--- src/rtl/serial_bank_switch_timer_irq_assert.svh ---
// ---------------------------------------------------------------------------
// Assertion macros for the serial bank switch timer block
// Simulation builds check the properties; synthesis builds see empty macros.
// ---------------------------------------------------------------------------
`ifndef SERIAL_BANK_SWITCH_TIMER_IRQ_ASSERT_SVH
`define SERIAL_BANK_SWITCH_TIMER_IRQ_ASSERT_SVH
`ifndef SYNTHESIS
`define SBST_ASSERT_IMPLY(label, clk, rst_n, ante, cons, msg) \
    label: assert property (@(posedge clk) disable iff (!rst_n) (ante) |-> (cons)) \
        else $error(msg);
`define SBST_ASSERT_NEXT(label, clk, rst_n, ante, cons, msg) \
    label: assert property (@(posedge clk) disable iff (!rst_n) (ante) |=> (cons)) \
        else $error(msg);
`else
`define SBST_ASSERT_IMPLY(label, clk, rst_n, ante, cons, msg)
`define SBST_ASSERT_NEXT(label, clk, rst_n, ante, cons, msg)
`endif
`endif

--- src/rtl/sbst_pkg.sv ---
// ---------------------------------------------------------------------------
// sbst_pkg
// Types and fixed constants of the serial bank switch timer block.
// ---------------------------------------------------------------------------
`default_nettype none

package sbst_pkg;

    typedef logic [4:0] ctrl_word_t;

    // Operation codes of an input word.
    localparam logic OP_WRITE = 1'b0;
    localparam logic OP_TICK  = 1'b1;

    // Control register indexes.
    localparam logic [1:0] REG_MODE  = 2'd0;
    localparam logic [1:0] REG_TIMER = 2'd1;
    localparam logic [1:0] REG_BANK  = 2'd3;

    // Program bank modes from register 0 bits 3:2.
    localparam logic [1:0] MODE_FIX_HIGH = 2'd3;
    localparam logic [1:0] MODE_FIX_LOW  = 2'd2;

    localparam ctrl_word_t  REG0_RESET    = 5'd12;
    localparam logic [3:0]  DIP_RESET     = 4'hE;
    localparam logic [2:0]  LAST_BIT_POS  = 3'd4;
    localparam logic [29:0] TIMER_LIMIT   = 30'h3E00_0000;

endpackage

`default_nettype wire

--- src/rtl/serial_bank_switch_timer_irq.sv ---
// ---------------------------------------------------------------------------
// serial_bank_switch_timer_irq
// Serially loaded bank controller with a cycle-counting interrupt timer.
// ---------------------------------------------------------------------------
//  channel  | handshake              | payload
//  ---------+------------------------+--------------------------------------
//  input    | in_valid / in_ready    | operation, reg_select, write_data,
//           |                        | cycle_count
//  result   | out_valid / out_ready  | bank_low, bank_high, mirroring,
//           |                        | irq_level
//  config   | cfg_valid / cfg_ready  | dip_switch
//
// Each word updates the state and registers its result, so one word is
// accepted per cycle while the result register is empty or drained.
// The result appears in the cycle after acceptance. A stalled result holds the
// input back only while it is still waiting; ready then drops.
// Reset loads the power-on register values at once; no clearing pass.
// ---------------------------------------------------------------------------
`default_nettype none

`include "serial_bank_switch_timer_irq_assert.svh"

module serial_bank_switch_timer_irq
    import sbst_pkg::*;
(
    input  wire logic       clk,
    input  wire logic       rst_n,
    input  wire logic       in_valid,
    output logic            in_ready,
    input  wire logic       operation,
    input  wire logic [1:0] reg_select,
    input  wire logic [7:0] write_data,
    input  wire logic [7:0] cycle_count,
    output logic            out_valid,
    input  wire logic       out_ready,
    output logic [3:0]      bank_low,
    output logic [3:0]      bank_high,
    output logic [1:0]      mirroring,
    output logic            irq_level,
    input  wire logic       cfg_valid,
    output logic            cfg_ready,
    input  wire logic [3:0] dip_switch
);

    ctrl_word_t  ctrl_reg [4];
    ctrl_word_t  ctrl_next [4];
    logic [4:0]  shift_buf_reg, shift_buf_next;
    logic [2:0]  shift_pos_reg, shift_pos_next;
    logic [1:0]  last_target_reg, last_target_next;
    logic [29:0] timer_count_reg, timer_count_next;
    logic        irq_pending_reg, irq_pending_next;
    logic [3:0]  dip_reg;
    logic        out_valid_reg;
    logic [3:0]  bank_low_reg, bank_high_reg;
    logic [1:0]  mirroring_reg;
    logic        irq_level_reg;

    logic        in_accept;
    logic [4:0]  buf_work;
    logic [2:0]  pos_work;
    logic [29:0] timer_sum;
    logic [29:0] timer_cmp;
    logic [3:0]  bank_low_next, bank_high_next;

    assign in_ready  = !out_valid_reg || out_ready;
    assign in_accept = in_valid && in_ready;
    assign cfg_ready = 1'b1;

    // State update for one accepted word.
    always_comb
    begin
        for (int i = 0; i < 4; i++)
        begin
            ctrl_next[i] = ctrl_reg[i];
        end
        shift_buf_next   = shift_buf_reg;
        shift_pos_next   = shift_pos_reg;
        last_target_next = last_target_reg;
        timer_count_next = timer_count_reg;
        irq_pending_next = irq_pending_reg;
        buf_work         = shift_buf_reg;
        pos_work         = shift_pos_reg;
        // The count stays below the limit, so adding one tick cannot overflow.
        timer_sum        = timer_count_reg + {22'b0, cycle_count};
        timer_cmp        = timer_sum | {1'b0, dip_reg, 25'b0};

        if (in_accept)
        begin
            if (operation == OP_WRITE)
            begin
                if (write_data[7])
                begin
                    shift_buf_next = '0;
                    shift_pos_next = '0;
                end
                else
                begin
                    // A new target register starts a fresh sequence.
                    if (reg_select != last_target_reg)
                    begin
                        buf_work = '0;
                        pos_work = '0;
                    end
                    last_target_next = reg_select;
                    buf_work = buf_work | (5'(write_data[0]) << pos_work);
                    if (pos_work == LAST_BIT_POS)
                    begin
                        ctrl_next[reg_select] = buf_work;
                        shift_buf_next = '0;
                        shift_pos_next = '0;
                        if (reg_select == REG_TIMER && buf_work[4])
                        begin
                            timer_count_next = '0;
                            irq_pending_next = 1'b0;
                        end
                    end
                    else
                    begin
                        shift_buf_next = buf_work;
                        shift_pos_next = pos_work + 3'd1;
                    end
                end
            end
            else if (!ctrl_reg[REG_TIMER][4])
            begin
                if (timer_cmp >= TIMER_LIMIT)
                begin
                    timer_count_next = '0;
                    irq_pending_next = 1'b1;
                end
                else
                begin
                    timer_count_next = timer_sum;
                end
            end
        end
    end

    // Program bank decode from the updated registers.
    always_comb
    begin
        if (ctrl_next[REG_TIMER][3])
        begin
            case (ctrl_next[REG_MODE][3:2])
                MODE_FIX_HIGH:
                begin
                    bank_low_next  = {1'b1, ctrl_next[REG_BANK][2:0]};
                    bank_high_next = 4'hF;
                end
                MODE_FIX_LOW:
                begin
                    bank_low_next  = 4'h8;
                    bank_high_next = {1'b1, ctrl_next[REG_BANK][2:0]};
                end
                default:
                begin
                    bank_low_next  = {1'b1, ctrl_next[REG_BANK][2:1], 1'b0};
                    bank_high_next = {1'b1, ctrl_next[REG_BANK][2:1], 1'b1};
                end
            endcase
        end
        else
        begin
            bank_low_next  = {1'b0, ctrl_next[REG_TIMER][2:1], 1'b0};
            bank_high_next = {1'b0, ctrl_next[REG_TIMER][2:1], 1'b1};
        end
    end

    always_ff @(posedge clk or negedge rst_n)
    begin
        if (!rst_n)
        begin
            ctrl_reg[0]     <= REG0_RESET;
            ctrl_reg[1]     <= '0;
            ctrl_reg[2]     <= '0;
            ctrl_reg[3]     <= '0;
            shift_buf_reg   <= '0;
            shift_pos_reg   <= '0;
            last_target_reg <= '0;
            timer_count_reg <= '0;
            irq_pending_reg <= 1'b0;
            dip_reg         <= DIP_RESET;
            out_valid_reg   <= 1'b0;
        end
        else
        begin
            for (int i = 0; i < 4; i++)
            begin
                ctrl_reg[i] <= ctrl_next[i];
            end
            shift_buf_reg   <= shift_buf_next;
            shift_pos_reg   <= shift_pos_next;
            last_target_reg <= last_target_next;
            timer_count_reg <= timer_count_next;
            irq_pending_reg <= irq_pending_next;
            if (cfg_valid && cfg_ready)
            begin
                dip_reg <= dip_switch;
            end
            if (in_accept)
            begin
                out_valid_reg <= 1'b1;
            end
            else if (out_ready)
            begin
                out_valid_reg <= 1'b0;
            end
        end
    end

    always_ff @(posedge clk)
    begin
        if (in_accept)
        begin
            bank_low_reg  <= bank_low_next;
            bank_high_reg <= bank_high_next;
            mirroring_reg <= ctrl_next[REG_MODE][1:0];
            irq_level_reg <= irq_pending_next;
        end
    end

    assign out_valid = out_valid_reg;
    assign bank_low  = bank_low_reg;
    assign bank_high = bank_high_reg;
    assign mirroring = mirroring_reg;
    assign irq_level = irq_level_reg;

    `SBST_ASSERT_IMPLY(a_shift_pos_range, clk, rst_n, 1'b1, shift_pos_reg <= LAST_BIT_POS, "shift position beyond last bit")
    `SBST_ASSERT_IMPLY(a_timer_below_limit, clk, rst_n, 1'b1, timer_count_reg < TIMER_LIMIT, "timer count reached the limit without clearing")
    `SBST_ASSERT_IMPLY(a_timer_held_when_stopped, clk, rst_n, ctrl_reg[REG_TIMER][4], timer_count_reg == 30'd0, "timer counting while stopped")
    `SBST_ASSERT_NEXT(a_state_idle_hold, clk, rst_n, !in_accept, $stable(timer_count_reg) && $stable(irq_pending_reg), "timer state moved without an accepted word")
    `SBST_ASSERT_IMPLY(a_irq_rise_on_tick, clk, rst_n, $rose(irq_pending_reg), $past(in_accept && operation == OP_TICK), "interrupt raised without a tick")

endmodule

`default_nettype wire
--- config.mk ---
export PLATFORM = sky130hd
export DESIGN_NAME = serial_bank_switch_timer_irq
export DESIGN_NICKNAME = d
export VERILOG_FILES = /design/src/rtl/sbst_pkg.sv /design/src/rtl/serial_bank_switch_timer_irq.sv
export VERILOG_INCLUDE_DIRS = /design/src /design/src/rtl
export SDC_FILE = /design/constraint.sdc
export NUM_CORES = 1
export LEC_CHECK = 0
export ABC_AREA = 1
export BUFFER_PORTS_ARGS = -buffer_cell sky130_fd_sc_hd__buf_4
export CORE_ASPECT_RATIO = 1.4
export CORE_MARGIN = 4
export CORE_UTILIZATION = 59
export CTS_CLUSTER_SIZE = 8
export DETAILED_ROUTE_END_ITERATION = 8
export PLACE_DENSITY = 0.8
export SYNTH_ARGS = -nofsm -noshare
export SYNTH_HDL_FRONTEND = slang
export SYNTH_SLANG_ARGS = --single-unit
--- constraint.sdc ---
create_clock -name clk -period 2.83 [get_ports clk]
set_input_delay 0.566 -clock clk [delete_from_list [all_inputs] [get_ports clk]]
set_output_delay 0.566 -clock clk [all_outputs]
set_load 0.05 [all_outputs]
Word-level counts from Yosys, hierarchy flattened
Cells that the tools add are included.
{"block": "totals", "input_bits": 28, "elab_cells": 88, "regBits": 77}
{"block": "classes", "add_sub_neg": 2, "n_lt_le_gt_ge": 3, "reduce_logical": 12, "n_eq_ne": 7, "shifts": 1, "n_bitwise": 5, "n_mux": 38}
{"operator": "$mux W30", "n": 6}
{"operator": "$mux W19", "n": 4}
{"operator": "$mux W5", "n": 7}
{"operator": "$add A30 B8 Y30", "n": 1}
{"operator": "$ge A30 B30 Y1 const B", "n": 1}
{"operator": "$or A30 B29 Y30", "n": 1}
{"operator": "$mux W3", "n": 8}
{"operator": "$bwmux W20", "n": 1}
{"operator": "$pmux W3 S2", "n": 2}
{"operator": "$demux W5 S2", "n": 1}
{"operator": "$mux W1", "n": 9}
{"operator": "$reduce_bool A2 Y1", "n": 3}
{"operator": "$or A5 B5 Y5", "n": 1}
{"operator": "$reduce_and A5 Y1", "n": 1}
{"operator": "$shl A1 B3 Y5", "n": 1}
{"operator": "$eq A2 B2 Y1 const B", "n": 2}
{"operator": "$ne A2 B2 Y1 const B", "n": 2}
{"operator": "$reduce_and A4 Y1", "n": 1}
{"operator": "$add A3 B1 Y3 const B", "n": 1}
{"operator": "$eq A3 B3 Y1 const B", "n": 1}
{"operator": "$ge A3 B3 Y1 const B", "n": 1}
{"operator": "$logic_and A1 B1 Y1", "n": 3}
{"operator": "$lt A3 B1 Y1 const B", "n": 1}
{"operator": "$not A2 Y3", "n": 1}
{"operator": "other kinds (7)", "n": 8}

Logic depth before layout (Yosys ltp)
Gate-level depths: netlist (run 1).
{"block": "depth", "word_depth": 15, "ltp_mapped": 17}

Worst setup path after synthesis (run 1)
No wires, ideal clock.
{"block": "synth_path", "path_kind": "register to register", "from": "register out_valid_reg (netlist: out_valid)", "to": "register bank_high_reg[1] (netlist: bank_high[1]) (data pin)", "path_slack_ns": 0.110, "t_arrival_ns": 2.458, "n_path_buf": 0, "setup_ns": 0.262, "stages_incl_launch_ff": 13, "path_cell_list": "dfrtp_1 > nand2_1 > nand2_1 > inv_2 > nand2_4 > nor2_4 > nand2_1 > nor3_2 > inv_2 > o21ai_2 > inv_2 > nand3_1 > nand3_1"}
{"item": "start: declaration", "line_no": "serial_bank_switch_timer_irq.sv:53", "text": "logic out_valid_reg;"}
{"item": "start signal: assignment", "line_no": "serial_bank_switch_timer_irq.sv:183", "text": "out_valid_reg <= 1'b0;"}
{"item": "start signal: assignment", "line_no": "serial_bank_switch_timer_irq.sv:202", "text": "out_valid_reg <= 1'b1;"}
{"item": "start signal: assignment", "line_no": "serial_bank_switch_timer_irq.sv:206", "text": "out_valid_reg <= 1'b0;"}
{"item": "end signal: assignment", "line_no": "serial_bank_switch_timer_irq.sv:216", "text": "bank_high_reg <= bank_high_next;"}
{"item": "end: declaration", "line_no": "serial_bank_switch_timer_irq.sv:54", "text": "logic [3:0] bank_low_reg, bank_high_reg;"}

Worst setup path after layout (run 1)
{"block": "layout_path", "from": "register timer_count_reg[0]", "to": "register timer_count_reg[16]"}
{"block": "layout_via", "elab_chain_len": 6}
{"item": "start: declaration", "line_no": "serial_bank_switch_timer_irq.sv:50", "text": "logic [29:0] timer_count_reg, timer_count_next;"}
{"item": "start signal: assignment", "line_no": "serial_bank_switch_timer_irq.sv:194", "text": "timer_count_reg <= timer_count_next;"}
{"item": "$add A30 B8 Y30 *", "line_no": "serial_bank_switch_timer_irq.sv:84", "text": "timer_sum = timer_count_reg + {22'b0, cycle_count};"}
{"item": "$or A30 B29 Y30", "line_no": "serial_bank_switch_timer_irq.sv:85", "text": "timer_cmp = timer_sum | {1'b0, dip_reg, 25'b0};"}
{"item": "$ge A30 B30 Y1", "line_no": "serial_bank_switch_timer_irq.sv:126", "text": "if (timer_cmp >= TIMER_LIMIT)"}
{"item": "$mux W30 *", "line_no": "serial_bank_switch_timer_irq.sv:126"}
{"item": "$mux W30 *", "line_no": "serial_bank_switch_timer_irq.sv:124", "text": "else if (!ctrl_reg[REG_TIMER][4])"}
{"item": "$mux W30 *", "line_no": "serial_bank_switch_timer_irq.sv:89", "text": "if (operation == OP_WRITE)"}
Mark *: on every way between the ends. The rest lies on a longest branch, timed or not. The select of a mux whose other input is x is not followed.
A chain may end at the register's enable or synchronous reset.

==> impl_metrics.csv, run 1 <==
group,metric,value,unit
clock_network,cts_buffers,9,
yosys,synth_nets,565,
critical_path,cp_max_fo,23,
detailed_routing,viasPerCell,5.34,
critical_path,worstPathArrival,2.73,ns
yosys,netlist_instances,526,
floorplan,fp.dieArea,8450,sq um
layout,antennaDiodeCount,0,
place,place_congestion,0.910,
critical_path,worstPathCellList,"ha_1 -> inv_1 -> fa_1 -> inv_1 -> nand3_1 -> nand3_1 -> nand2_1 -> nand2_1 -> nand3_1 -> nand3_1 -> nand2_1 -> nor2_4 -> nand2_8 -> nand2_8 -> a21oi_2",
global_routing,grt_pass1_vias,3546,
global_routing,grt_pass1_wl,15.6,mm
critical_path,r2r_setup_slack,0.34,ns
timing,hold_ws,0.257,ns
yosys,seq_area_frac_synth,0.418,
detailed_routing,route.detailed.drc,0,
pwr,power_density,613,nW/um^2
global_routing,antenna_found_initial,0,
yosys,avgSynthCellArea,7.88,sq um
global_routing,overflow,0,
floorplan,die_h,107,microns
timing,rsz0062_at_grt,"false",
layout,fin_cells,665,
yosys,yosysWarnings,0,
timing,timing.final.crit_share,0.881,
floorplan,coreArea,6700,sq um
pwr,power,2.88,mW
detailed_routing,drtIter0Drc,160,
detailed_routing,wire_per_inst,13.7,microns
floorplan,die-width,78.8,microns
timing,final_max_slew_viol_count,0,
clock_network,clk_latency,0.35,ns
yosys,syn_area,4140,sq um
critical_path,slowest_stage,"fa_1",
global_routing,grt_max_degree,58,
timing,hold_violations,0,
place,port_buffers,34,
critical_path,cpPeakStageDelay,0.39,ns
flow_run,maxCapViolations,0,
detailed_routing,drtPass1Iterations,4,
clock_network,cts_buffer_depth,2,
status,status,"finished, final reports clean",
clock_network,cts.clk_slew.worst_paths,0.08,ns
timing,max_freq,401,MHz
layout,final_layout_size_suffix_gt1_frac,0.209,
floorplan,rows,35,
critical_path,start_kind,"flop",
timing,setup-tns-final,0,ns
layout,final_util,0.701,
clock_network,holdBufCountCts,0,
timing,clock_skew,0.0113,ns
layout,nNetsFinal,607,
floorplan,io_pins,42,
layout,design_area,4700,sq um
yosys,synth_ff_type,"dfrtp_1",
yosys,ys_ff_latch,67,
clock_network,cts_resized,0,
clock_network,cts_setup_buffers,0,
critical_path,path_class,"reg2reg",
place,place_inst,649,
global_routing,grt_use_total,0.234,
timing,final-setup-viol-count,0,
yosys,synth_cell_types,46,
place,placed_cell_area,4490,sq um
critical_path,cp-end-kind,"flop",
clock_network,cts_tree,"done",
pwr,cellLeakagePower,2.18,nW
detailed_routing,final_antenna_net_count,0,
layout,area_growth,13.4,%
timing,fin_ws,0.336,ns
layout,largest_register_ffs,30,
critical_path,required,3.06,ns
detailed_routing,drt-total-wl,9.09,mm
clock_network,clock_sinks,67,
place,dp_hpwl,6.65,mm
critical_path,r2r_cells,15,
clock_network,clock-root-buffer,"clkbuf_8",
yosys,async_flop_share,0.851,
detailed_routing,via_count,3548,
timing,layout_min_cycle_time,2.49,ns
yosys,synth_edf_count,10,
clock_network,cts-htree-levels,3,
timing,relSlewSlack,0.498,
place,preCtsSetupSlack,0.0338,ns
floorplan,initial_utilization,0.618,
pwr,ir_drop,0.432,mV
critical_path,critPathMostFrequentCell,"nand3_1",
timing,worst_pin_slew,0.753,ns
hold_path,min_path_type,"in2async",
final timing paths:
path                                                startpoint                         endpoint
worst max-delay path            timer_count_reg[0]$_DFFE_PN0P_  timer_count_reg[16]$_DFFE_PN0P_
worst min-delay path                                     rst_n   timer_count_reg[3]$_DFFE_PN0P_
worst max register to register  timer_count_reg[0]$_DFFE_PN0P_  timer_count_reg[16]$_DFFE_PN0P_
worst min register to register  timer_count_reg[0]$_DFFE_PN0P_   timer_count_reg[0]$_DFFE_PN0P_
max in group asynchronous                                rst_n           ctrl_reg[16]$_DFF_PN0_
min in group clk                                     cfg_valid           dip_reg[2]$_DFFE_PN1P_
cell usage after synthesis, types with 2 or more instances:
| library cell | count | area (sq um) |
|---|---|---|
| o21ai_2 | 5 | 43.8 |
| mux2_2 | 2 | 22.5 |
| inv_2 | 10 | 37.5 |
| nand4_1 | 10 | 62.6 |
| nor2_2 | 2 | 12.5 |
| dfrtp_1 | 52 | 1300 |
| o22ai_1 | 5 | 31.3 |
| xnor2_1 | 6 | 52.6 |
| nand2_4 | 4 | 45.0 |
| nand2_1 | 159 | 597 |
| nor3_2 | 3 | 30.0 |
| a21oi_1 | 9 | 45.0 |
| nor2_1 | 29 | 109 |
| buf_12 | 2 | 40.0 |
| o21a_1 | 3 | 22.5 |
| o21ai_0 | 19 | 95.1 |
| nor2_4 | 2 | 22.5 |
| nor3_1 | 7 | 35.0 |
| a31oi_1 | 2 | 12.5 |
| edfxtp_1 | 10 | 300 |
| dfstp_2 | 5 | 131 |
| nand3_1 | 51 | 255 |
| inv_1 | 64 | 240 |
| nand2_8 | 2 | 40.0 |
| a21oi_2 | 17 | 149 |
| buf_6 | 2 | 22.5 |
| o21ai_1 | 9 | 45.0 |
| buf_4 | 5 | 37.5 |
| nand2_2 | 4 | 25.0 |
| ha_1 | 10 | 125 |
kinds of logic (layout without fill, tap and decap cells):
group                      count (synthesis)  count (layout)  synth area share
xor gates and xnor gates                   7               7            0.0148
DFF                                       67              67             0.418
other                                      1               1          0.000905
AOI/OAI and AO/OA                         72              72             0.114
and+or+nand+nor                          281             281             0.318
buffers and inverters                     85             132            0.0933
muxes                                      2               2           0.00543
adders and majority gates                 11              11            0.0350
worst max-delay path: cells and delay by family, from the launching register on:
family / cells / cell delay [ns]
adder cells (fa/ha/maj): 2 / 0.58
AO/OA/AOI/OAI: 1 / 0.09
flip-flops: 1 / 0.35
buffers and inverters: 2 / 0.18
AND/OR/NAND/NOR: 10 / 1.16
report_power, final:
| part | switching (mW) | total, mW | internal [mW] |
|---|---|---|---|
| registers | 0.0786 | 1.19 | 1.11 |
| clock network | 0.428 | 0.851 | 0.424 |
| logic | 0.537 | 0.845 | 0.308 |
layer usage:
layer / up-vias / track usage / wire [microns]
li1: 1791 / - / -
met4: 0 / 0.118 / 273
met5: - / 0 / 0
met1: 1664 / 0.256 / 3560
met2: 69 / 0.440 / 5000
met3: 24 / 0.0261 / 255
cells in the final DEF, fill, tap and decap left out, drive strengths merged, types with 2 or more instances in the layout:
cell type / synthesis / final
nand2: 169 / 169
inv: 74 / 77
dfrtp: 52 / 52
nand3: 52 / 52
buf: 10 / 42
nor2: 34 / 34
o21ai: 33 / 33
a21oi: 26 / 26
nor3: 11 / 11
nand4: 10 / 10
ha: 10 / 10
edfxtp: 10 / 10
clkbuf: 1 / 9
xnor2: 6 / 6
o22ai: 5 / 5
dfstp: 5 / 5
o21a: 3 / 3
clkinv: 0 / 3
a31oi: 2 / 2
mux2: 2 / 2
or2: 2 / 2
layout make-up:
cell class / instances / area, sq um
clock buffers: 9 / 124
multi-input cells: 374 / 2020
inverters: 74 / 278
clock inverters: 7 / 85.1
flip-flops and latches: 67 / 1730
well taps: 92 / 115
repair buffers: 42 / 340
fillers: 556 / 2000
No activity file was read; power rests on OpenSTA's default activity.
==> inputs of run 2 (changes only) <==
--- a/config.mk
+++ b/config.mk
@@ -13,7 +13,7 @@
 export CORE_UTILIZATION = 59
 export CTS_CLUSTER_SIZE = 8
 export DETAILED_ROUTE_END_ITERATION = 8
-export PLACE_DENSITY = 0.8
+export PLACE_DENSITY = 0.86
 export SYNTH_ARGS = -nofsm -noshare
 export SYNTH_HDL_FRONTEND = slang
 export SYNTH_SLANG_ARGS = --single-unit
==> impl_metrics.csv, run 2 (same netlist as run 1, synthesis figures left out) <==
group,metric,value,unit
status,status,"finished, final reports clean",
global_routing,grt_pass1_wl,16.0,mm
critical_path,path_class,"reg2reg",
layout,mostFrequentLayoutCell,"nand2_1",
layout,largest_register_ffs,30,
place,dp_hpwl,6.80,mm
timing,relSlewSlack,0.518,
hold_path,min_path_type,"in2async",
floorplan,die-width,78.8,microns
floorplan,io_pins,42,
clock_network,clock_sinks,67,
timing,final-setup-viol-count,0,
clock_network,clk_latency,0.36,ns
detailed_routing,route.detailed.drc,0,
place,place_congestion,0.941,
detailed_routing,dr_wl_met3,401,microns
global_routing,grt_use_total,0.239,
timing,setup-tns-final,0,ns
pwr,cellLeakagePower,2.21,nW
critical_path,required,3.07,ns
clock_network,cts_buffer_depth,2,
clock_network,cts_resized,0,
timing,timing.final.crit_share,0.889,
clock_network,cts_tree,"done",
detailed_routing,wl_met2,4.96,mm
detailed_routing,dr.max_layer_used,"met4",
floorplan,fp.dieArea,8450,sq um
detailed_routing,drt-total-wl,9.29,mm
detailed_routing,wire_per_inst,13.9,microns
layout,area_growth,14.6,%
clock_network,cts.clk_slew.worst_paths,0.08,ns
critical_path,cp_max_fo,23,
pwr,power_density,642,nW/um^2
clock_network,cts_buffers,9,
floorplan,die_h,107,microns
timing,clock_skew,0.00863,ns
timing,final_max_slew_viol_count,0,
detailed_routing,via_count,3664,
layout,antennaDiodeCount,0,
detailed_routing,viasPerCell,5.49,
timing,layout_min_cycle_time,2.52,ns
detailed_routing,drtIter0Drc,199,
detailed_routing,drtPass1Iterations,7,
floorplan,initial_utilization,0.618,
timing,max_freq,398,MHz
global_routing,overflow,0,
global_routing,grt_max_degree,58,
detailed_routing,wl_met1,3.60,mm
critical_path,worstPathArrival,2.76,ns
layout,final_cell_mix,"159 x nand2_1, 64 x inv_1, 52 x dfrtp_1, 51 x nand3_1, 44 x buf_4",
layout,final_layout_size_suffix_gt1_frac,0.214,
floorplan,rows,35,
global_routing,antenna_found_initial,0,
layout,final_util,0.709,
timing,hold_violations,0,
critical_path,start_kind,"flop",
place,port_buffers,34,
clock_network,clock-root-buffer,"clkbuf_8",
flow_run,maxCapViolations,0,
critical_path,cp-end-kind,"flop",
critical_path,r2r_cells,15,
pwr,ir_drop,0.582,mV
timing,rsz0062_at_grt,"false",
floorplan,coreArea,6700,sq um
clock_network,cts-htree-levels,3,
clock_network,holdBufCountCts,0,
detailed_routing,final_antenna_net_count,0,
clock_network,cts_setup_buffers,0,
timing,worst_pin_slew,0.723,ns
layout,nNetsFinal,610,
global_routing,grt_pass1_vias,3601,
pwr,power,3.05,mW
## run 2: changes by cell type in the layout (fill, tap and decap cells not counted)
cell       delta
inv_6         -1
inv_8         -1
bufinv_16     +2
buf_4         +4
buf_12        -1
## run 2: worst paths after layout
kind                                           startpoint                              to  slack [ns]
max                        timer_count_reg[0]$_DFFE_PN0P_  timer_count_reg[4]$_DFFE_PN0P_        0.31
min in group clk                                cfg_valid          dip_reg[1]$_DFFE_PN1P_        0.42
min reg2reg                      ctrl_reg[14]$_DFFE_PN0P_        ctrl_reg[14]$_DFFE_PN0P_        0.49
min                                                 rst_n  timer_count_reg[3]$_DFFE_PN0P_        0.25
max in group asynchronous                           rst_n  timer_count_reg[4]$_DFFE_PN0P_        2.09
max reg2reg                timer_count_reg[0]$_DFFE_PN0P_  timer_count_reg[4]$_DFFE_PN0P_        0.31
## run 2: worst max-delay path, cell delays in order, from the launching register on
cell	delay [ns]
dfrtp_1	0.37
ha_1	0.19
inv_1	0.06
fa_1	0.40
inv_1	0.13
nand3_1	0.09
nand3_1	0.11
nand2_1	0.07
nand2_1	0.11
nand3_1	0.10
nand3_1	0.09
nand2_1	0.08
nor2_4	0.18
nand2_8	0.10
nand2_8	0.21
o21ai_1	0.10
## run 2: layout make-up
type                            instances  area, sq um
Clock buffer                            9          124
Clock inverter                          7          125
Fill cell                             510         1950
Inverter                               74          278
Multi-Input combinational cell        374         2020
Sequential cell                        67         1730
Tap cell                               92          115
Timing Repair Buffer                   45          350
## run 2: routing by layer
metal	vias up	global-route usage
met5	-	0
met4	0	0.111
met3	31	0.0420
met2	122	0.435
met1	1720	0.267
li1	1791	-
## run 2: stage by stage
step | instances | hold slack [ns] | cell area, sq um | setup slack [ns]
finish | 668 | 0.250 | 4750 | 0.315
global route | 668 | 0.316 | 4750 | 0.121
CTS | 668 | 0.289 | 4750 | 0.322
detailed placement | 652 | 0.472 | 4500 | 0.0469
global placement | 652 | 0.458 | 4500 | 0.107
floorplan | 526 | 0.270 | 4140 | 0.110
## run 2: power by group
group / switching [mW] / internal (mW) / leakage, nW
Sequential: 0.0836 / 1.11 / 0.830
Combinational: 0.550 / 0.316 / 1.26
Clock: 0.402 / 0.592 / 0.124
Total: 1.04 / 2.02 / 2.21
